## src/hdl/atmsf_pkg.sv

```systemverilog
// Package for the trimmed-mean slew filter: widths, types, register codes, constants.
// No dependencies.
`default_nettype none

package atmsf_pkg;

  localparam int SAMPLE_W = 12;
  localparam int CHAN_W   = 3;
  localparam int LANES    = 5;
  localparam int SUM_W    = 14;
  localparam int Q_W      = 9;
  localparam int ADDR_W   = 3;
  localparam int DATA_W   = 32;

  // floor(x / 30) = (x * DIV30_MUL) >> DIV30_SHIFT for every x below 2**SUM_W
  localparam logic [14:0] DIV30_MUL   = 15'd17477;
  localparam int          DIV30_SHIFT = 19;

  typedef logic [SAMPLE_W-1:0] sample_t;
  typedef sample_t [LANES-1:0] sample_vec_t;
  typedef logic [CHAN_W-1:0]   chan_t;
  typedef logic [2:0]          rank_t;

  typedef enum logic {
    REG_RISE = 1'b0,
    REG_FALL = 1'b1
  } reg_sel_t;

  localparam sample_t RISE_RESET = 12'd50;
  localparam sample_t FALL_RESET = 12'd60;

  typedef struct packed {
    logic    load;
    chan_t   channel;
    sample_t quant;
  } slew_req_t;

endpackage

`default_nettype wire

```

## src/hdl/atmsf_rank_lane.sv

```systemverilog
// One sorting lane: ranks its own reading against the other four of the request.
// Depends on atmsf_pkg.
`default_nettype none

module atmsf_rank_lane #(
  parameter int LANE = 0
) (
  input  atmsf_pkg::sample_vec_t samples,
  output logic                   keep
);
  import atmsf_pkg::*;

  rank_t   rank;
  sample_t own;

  assign own = samples[LANE];

  // ties break by lane number, so ranks form a permutation
  always_comb begin
    rank = '0;
    for (int j = 0; j < LANES; j++) begin
      if (j != LANE) begin
        if ((samples[j] < own) || ((samples[j] == own) && (j < LANE))) begin
          rank = rank + 3'd1;
        end
      end
    end
  end

  assign keep = (rank != 3'd0) && (rank != 3'(LANES - 1));

endmodule

`default_nettype wire

```

## src/hdl/atmsf_merge.sv

```systemverilog
// Merge stage: sums the readings that the lanes kept (the middle three).
// Depends on atmsf_pkg.
`default_nettype none

module atmsf_merge (
  input  atmsf_pkg::sample_vec_t       samples,
  input  logic [atmsf_pkg::LANES-1:0]  keep,
  output logic [atmsf_pkg::SUM_W-1:0]  sum
);
  import atmsf_pkg::*;

  always_comb begin
    sum = '0;
    for (int i = 0; i < LANES; i++) begin
      if (keep[i]) begin
        sum = sum + SUM_W'(samples[i]);
      end
    end
  end

endmodule

`default_nettype wire

```

## src/hdl/atmsf_slew.sv

```systemverilog
// Per-channel filtered store and slew limiter.
// Depends on atmsf_pkg.
`default_nettype none

module atmsf_slew #(
  parameter int CHANNELS = 5
) (
  input  logic                clk,
  input  logic                rst,
  input  atmsf_pkg::slew_req_t req,
  input  atmsf_pkg::sample_t  rise_limit,
  input  atmsf_pkg::sample_t  fall_limit,
  output atmsf_pkg::sample_t  filt
);
  import atmsf_pkg::*;

  localparam int IDX_W = (CHANNELS > 1) ? $clog2(CHANNELS) : 1;

  sample_t          store [CHANNELS];
  logic [IDX_W-1:0] idx;
  logic             in_range;
  sample_t          old;
  sample_t          diff_up;
  sample_t          diff_dn;
  logic [12:0]      up_sum;

  assign idx      = IDX_W'(req.channel);
  assign in_range = int'(req.channel) < CHANNELS;
  assign old      = in_range ? store[idx] : '0;
  assign diff_up  = req.quant - old;
  assign diff_dn  = old - req.quant;
  assign up_sum   = {1'b0, old} + {1'b0, rise_limit};

  always_comb begin
    if (!in_range) begin
      filt = '0;
    end else if (req.quant >= old) begin
      filt = (diff_up > rise_limit) ? up_sum[11:0] : req.quant;
    end else begin
      filt = (diff_dn > fall_limit) ? (old - fall_limit) : req.quant;
    end
  end

  always_ff @(posedge clk) begin
    if (rst) begin
      for (int k = 0; k < CHANNELS; k++) begin
        store[k] <= '0;
      end
    end else if (req.load && in_range) begin
      store[idx] <= filt;
    end
  end

endmodule

`default_nettype wire

```

## src/hdl/adc_trimmed_mean_slew_filter.sv

```systemverilog
// Trimmed-mean ADC filter with per-channel slew limit. One request carries five
// readings of one channel; five ranking lanes keep the middle three, the merge stage
// sums them, a reciprocal multiply divides by 30, and the last stage quantizes to a
// multiple of ten, moves the channel's stored value toward it by at most rise_limit
// up or fall_limit down, stores it and presents the result. One request per cycle
// is accepted while in_stall is low. The rate is set by the last stage, which reads
// the channel store and writes it back in the same cycle. Stored values reset to
// zero; limits reset to 50 and 60 and are written over the APB port at byte
// addresses 0 and 4. Channels at or above CHANNELS return a filtered value of zero
// and change no stored value.
// Depends on atmsf_pkg, atmsf_rank_lane, atmsf_merge, atmsf_slew.
`default_nettype none

module adc_trimmed_mean_slew_filter #(
  parameter int CHANNELS = 5
) (
  input  logic                              clk,
  input  logic                              rst,
  input  logic                              psel,
  input  logic                              penable,
  input  logic                              pwrite,
  input  logic [atmsf_pkg::ADDR_W-1:0]      paddr,
  input  logic [atmsf_pkg::DATA_W-1:0]      pwdata,
  output logic [atmsf_pkg::DATA_W-1:0]      prdata,
  output logic                              pready,
  input  logic                              in_valid,
  output logic                              in_stall,
  input  atmsf_pkg::chan_t                  channel,
  input  atmsf_pkg::sample_t                sample_a,
  input  atmsf_pkg::sample_t                sample_b,
  input  atmsf_pkg::sample_t                sample_c,
  input  atmsf_pkg::sample_t                sample_d,
  input  atmsf_pkg::sample_t                sample_e,
  output logic                              out_valid,
  input  logic                              out_stall,
  output atmsf_pkg::chan_t                  channel_out,
  output atmsf_pkg::sample_t                quantized_value,
  output atmsf_pkg::sample_t                filtered_value
);
  import atmsf_pkg::*;

  sample_t rise_limit;
  sample_t fall_limit;
  logic    cfg_write;

  sample_vec_t      samples_in;
  logic [LANES-1:0] keep_in;

  logic             v1;
  chan_t            ch1;
  sample_vec_t      samp1;
  logic [LANES-1:0] keep1;
  logic [SUM_W-1:0] sum_merge;

  logic             v2;
  chan_t            ch2;
  logic [SUM_W-1:0] sum2;
  logic [28:0]      prod;

  logic             v3;
  chan_t            ch3;
  logic [Q_W-1:0]   q3;
  sample_t          quant;

  logic en1, en2, en3, en4;
  slew_req_t slew_req;
  sample_t   filt;

  // configuration port
  assign pready    = 1'b1;
  assign cfg_write = psel && penable && pwrite;

  always_ff @(posedge clk) begin
    if (rst) begin
      rise_limit <= RISE_RESET;
      fall_limit <= FALL_RESET;
    end else if (cfg_write) begin
      unique case (reg_sel_t'(paddr[2]))
        REG_RISE: rise_limit <= pwdata[SAMPLE_W-1:0];
        REG_FALL: fall_limit <= pwdata[SAMPLE_W-1:0];
        default:  rise_limit <= rise_limit;
      endcase
    end
  end

  always_comb begin
    unique case (reg_sel_t'(paddr[2]))
      REG_RISE: prdata = DATA_W'(rise_limit);
      REG_FALL: prdata = DATA_W'(fall_limit);
      default:  prdata = '0;
    endcase
  end

  // stage enables: advance when empty or when the next stage advances
  assign en4      = !out_valid || !out_stall;
  assign en3      = !v3 || en4;
  assign en2      = !v2 || en3;
  assign en1      = !v1 || en2;
  assign in_stall = !en1;

  assign samples_in = {sample_e, sample_d, sample_c, sample_b, sample_a};

  for (genvar i = 0; i < LANES; i++) begin : g_lane
    atmsf_rank_lane #(
      .LANE(i)
    ) u_lane (
      .samples(samples_in),
      .keep   (keep_in[i])
    );
  end

  atmsf_merge u_merge (
    .samples(samp1),
    .keep   (keep1),
    .sum    (sum_merge)
  );

  assign prod  = {15'b0, sum2} * {14'b0, DIV30_MUL};
  assign quant = {q3, 3'b000} + SAMPLE_W'({q3, 1'b0});

  assign slew_req.load    = v3 && en4;
  assign slew_req.channel = ch3;
  assign slew_req.quant   = quant;

  atmsf_slew #(
    .CHANNELS(CHANNELS)
  ) u_slew (
    .clk       (clk),
    .rst       (rst),
    .req       (slew_req),
    .rise_limit(rise_limit),
    .fall_limit(fall_limit),
    .filt      (filt)
  );

  always_ff @(posedge clk) begin
    if (rst) begin
      v1        <= 1'b0;
      v2        <= 1'b0;
      v3        <= 1'b0;
      out_valid <= 1'b0;
    end else begin
      if (en1) begin
        v1 <= in_valid;
      end
      if (en2) begin
        v2 <= v1;
      end
      if (en3) begin
        v3 <= v2;
      end
      if (en4) begin
        out_valid <= v3;
      end
    end
  end

  always_ff @(posedge clk) begin
    if (en1) begin
      ch1   <= channel;
      samp1 <= samples_in;
      keep1 <= keep_in;
    end
    if (en2) begin
      ch2  <= ch1;
      sum2 <= sum_merge;
    end
    if (en3) begin
      ch3 <= ch2;
      q3  <= prod[DIV30_SHIFT +: Q_W];
    end
    if (en4 && v3) begin
      channel_out     <= ch3;
      quantized_value <= quant;
      filtered_value  <= filt;
    end
  end

endmodule

`default_nettype wire

```

## config.mk

```make
export PLATFORM = sky130hd
export DESIGN_NAME = adc_trimmed_mean_slew_filter
export DESIGN_NICKNAME = d
export VERILOG_FILES = /design/src/hdl/atmsf_pkg.sv /design/src/hdl/atmsf_rank_lane.sv /design/src/hdl/atmsf_merge.sv /design/src/hdl/atmsf_slew.sv /design/src/hdl/adc_trimmed_mean_slew_filter.sv
export SDC_FILE = /design/constraint.sdc
export NUM_CORES = 1
export LEC_CHECK = 0
export BUFFER_PORTS_ARGS = -buffer_cell sky130_fd_sc_hd__buf_4
export CAP_MARGIN = 10
export CORE_ASPECT_RATIO = 0.6
export CORE_MARGIN = 2
export CORE_UTILIZATION = 50
export CTS_CLUSTER_DIAMETER = 150
export DETAILED_ROUTE_END_ITERATION = 10
export PLACE_DENSITY = 0.67
export SYNTH_ARGS = -nofsm -noshare
export SYNTH_HDL_FRONTEND = slang
export SYNTH_SLANG_ARGS = --single-unit
```

## constraint.sdc

```tcl
create_clock -name clk -period 18.4 [get_ports clk]
set_input_delay 2.76 -clock clk [delete_from_list [all_inputs] [get_ports clk]]
set_output_delay 2.76 -clock clk [all_outputs]
set_load 0.03 [all_outputs]
```

==> run summary <==
worst hold-check path type: register to register
Final TNS setup: 0 ns
worst-case reg-to-reg path depth: 29
cell at the root of the clock tree: clkbuf_16
clock insertion delay at the later pin of the skew report: 0.55 ns
final hold vios: 0
TritonCTS Buffers: 25
final critical-path required period: 8.63 ns
startpoint of the worst register-to-register path: keep1[0]$_DFFE_PN_
H-tree lvl count: 1
sum of overflow across all layers after global routing: 0
Bufs on Longest Clock Path: 3
routed via count divided by cell count: 5.76
DRC violations left: 0
largest net degree at the start of global routing: 71
end point of the critical path: sum2[13]$_DFFE_PP_
max-cap viol count: 0
number of DRC markers in iteration 0: 1397
Data arrival, critical path: 8.89 ns
clock transition time at the flip-flop clock pins of the worst setup and hold paths: 0.07 ns
total wirelength of the detailed-routed design: 55300 µm
die span in x: 262 µm
initial core utilization: 0.509
layout overhead on the synthesized area: 12.1%
post-CTS setup buffers: 0
GR Util All Layers: 0.269
count of pins on the block boundary: 167
total standard cell area after synthesis: 19900 µm²
synthesized netlist cell count: 1943
pins over their slew limit: 0
number of flops mapped to enable cells by yosys: 219
outcome: finished clean
critical path data required time: 18.66 ns
source of the critical timing path: keep1[0]$_DFFE_PN_
antenna violations before repair: 3
top routing layer used: met5
total of warnings raised by yosys: 0
Vert. Die Dim: 159 µm
most used flip-flop cell after synthesis: edfxtp_1
total of buffers placed on input and output ports: 122
count of cells resized by post-cts repair: 0
final setup vio count: 0
RSZ-0062 raised after global routing: no
routability cong.: 0.966
total number of placement rows: 56
share of async-settable or async-resettable flops after synthesis: 0
post-detailed-placement half-perimeter wirelength: 44100 µm
part of the Yosys area used for sequential elements: 0.361
critical path type: register to register
total number of clock tree sinks: 250
total core area: 39200 µm²
metal3 WL: 5530 µm
most frequent cell on the critical path: ha_1
number of different library cells in the post-synthesis netlist: 77
count of hold buffers inserted by post-cts repair: 0
mean area per synthesized cell: 10.3 µm²
Critical Path Max Stage Delay: 0.74 ns
Routed Antenna Nets: 0
total of flip-flops plus latches after synthesis: 250
number of search-and-repair iterations in the first detailed-routing pass: 6
FF+latch area: 7200 µm²
number of global-route vias before repair: 14500
transition time at the pin with the least slew margin: 1.07 ns
worst rel slew slack: 0.282
CTS tree: built
met2 routed wirelength: 21100 µm
endpoint type of the worst setup path: register
layout cells sized above 1: 0.124
maximum achievable frequency: 116 MHz
detail-routed net length per standard cell: 21.0 µm
final-stage net count: 2562
Reg2Reg Capture Point: sum2[13]$_DFFE_PP_
Fillers: 3374
r2r setup slk: 9.77 ns
Final Cycle Share: 0.469
Die ar.: 41500 µm²
global-route wire length before repair: 83700 µm
final setup skew: 0.0127 ns
worst-path maximum fanout: 16
length of routed wiring on met1: 27600 µm
slowest library cell on the worst path: o41ai_1
multi-input gate area in the final layout: 11800 µm²
detailed-route via count: 15200
Worst Hold Depth: 0
category of the worst setup path launch point: register
synthesized netlist by cell type, drive strengths merged (22+ instances only):
| library cell | n | share of area |
|---|---|---|
| mux2 | 30 | 0.017 |
| ha | 332 | 0.21 |
| mux4 | 24 | 0.027 |
| buf | 29 | 0.0098 |
| a21oi | 126 | 0.032 |
| nor2 | 135 | 0.025 |
| o21ai | 68 | 0.017 |
| nand4 | 38 | 0.012 |
| nand2b | 26 | 0.0082 |
| o21a | 24 | 0.0090 |
| xnor2 | 67 | 0.029 |
| nand3 | 25 | 0.0063 |
| a21o | 72 | 0.027 |
| nand2 | 139 | 0.026 |
| fa | 29 | 0.029 |
| nor2b | 24 | 0.0075 |
| clkbuf | 36 | 0.0068 |
| dfxtp | 31 | 0.031 |
| edfxtp | 219 | 0.33 |
| xor2 | 22 | 0.0097 |
| inv | 213 | 0.040 |
placed cells by master, fill, tap and decap left out, drive strengths merged, types with 14 or more instances in the layout:
cell type  instances
ha               332
edfxtp           219
inv              215
nand2            139
nor2             135
buf              135
a21oi            126
a21o              72
o21ai             68
xnor2             67
conb              58
nand4             38
dfxtp             31
mux2              30
fa                29
clkbuf            29
nand2b            26
nand3             25
o21a              24
nor2b             24
mux4              24
xor2              22
nor3              21
o21bai            18
and2              18
and3              14
a211oi            14
how the worst min path moves through the flow:
| stage | start | to | slack (ns) |
|---|---|---|---|
| after detailed placement | ch1[1]$_DFFE_PN_ | ch2[1]$_DFFE_PP_ | 0.41 |
| after CTS | ch1[1]$_DFFE_PN_ | ch2[1]$_DFFE_PP_ | 0.43 |
| after global placement | ch1[2]$_DFFE_PN_ | ch2[2]$_DFFE_PP_ | 0.40 |
| final | ch1[1]$_DFFE_PN_ | ch2[1]$_DFFE_PP_ | 0.42 |
| after floorplan | ch1[0]$_DFFE_PN_ | ch2[0]$_DFFE_PP_ | 0.40 |
| after global routing | ch1[2]$_DFFE_PN_ | ch2[2]$_DFFE_PP_ | 0.44 |
metal layers:
metal	vias up	global-route usage
li1	7262	-
met1	7304	0.420
met2	542	0.363
met3	76	0.0782
met4	2	0.0455
met5	-	0
kinds of logic (layout without fill, tap and decap cells):
family	Yosys count	in the layout	synth area share
compound gates	418	418	0.138
fa+ha+maj	365	365	0.240
mux	62	62	0.0483
xor+xnor	89	89	0.0391
other cells	2	60	0.000377
simple gates	479	479	0.116
flops	250	250	0.361
buf+inv	278	393	0.0567
critical path: cells and delay by family (launching register included):
kind | cells | cell delay, ns
compound gates | 16 | 4.37
simple gates | 4 | 0.73
buf+inv | 1 | 0.10
fa+ha+maj | 6 | 2.04
flops | 1 | 0.60
xor+xnor | 2 | 0.52
stage by stage:
step | area, µm² | setup slack (ns) | util | hold slack (ns) | cells
2_1_floorplan | 20100 | 10.04 | - | 0.400 | 1999
3_3_place_gp | 21500 | 10.29 | 0.548 | 0.401 | 2590
3_5_place_dp | 21500 | 10.07 | 0.548 | 0.410 | 2590
4_1_cts | 22300 | 9.99 | 0.570 | 0.426 | 2635
5_1_grt | 22300 | 9.27 | 0.570 | 0.439 | 2638
6_report | 22300 | 9.77 | 0.570 | 0.425 | 2638
sequential cells by signal, summed over array words and instances, names as in the netlist, named ones only:
register	flops
samp1	60
v1	1
v3	1
rise_limit	12
out_valid	1
channel_out	3
ch3	3
filtered_value	12
u_slew.store	96
keep1	5
ch2	3
fall_limit	12
ch1	3
q3	9
sum2	14
v2	1
quantized_value	11
area by class of cell:
| cell class | count | share of cell area |
|---|---|---|
| antenna | 2 | 0.000224 |
| clock buffer | 29 | 0.0287 |
| clock inverter | 16 | 0.00869 |
| inverter | 213 | 0.0358 |
| multi-input combinational | 1471 | 0.529 |
| sequential | 250 | 0.322 |
| tap | 522 | 0.0293 |
| timing repair buffer | 135 | 0.0454 |
Power is left out: the tool's default activity adds up to more than one toggle a clock period on the data nets, which glitch-free logic cannot reach.
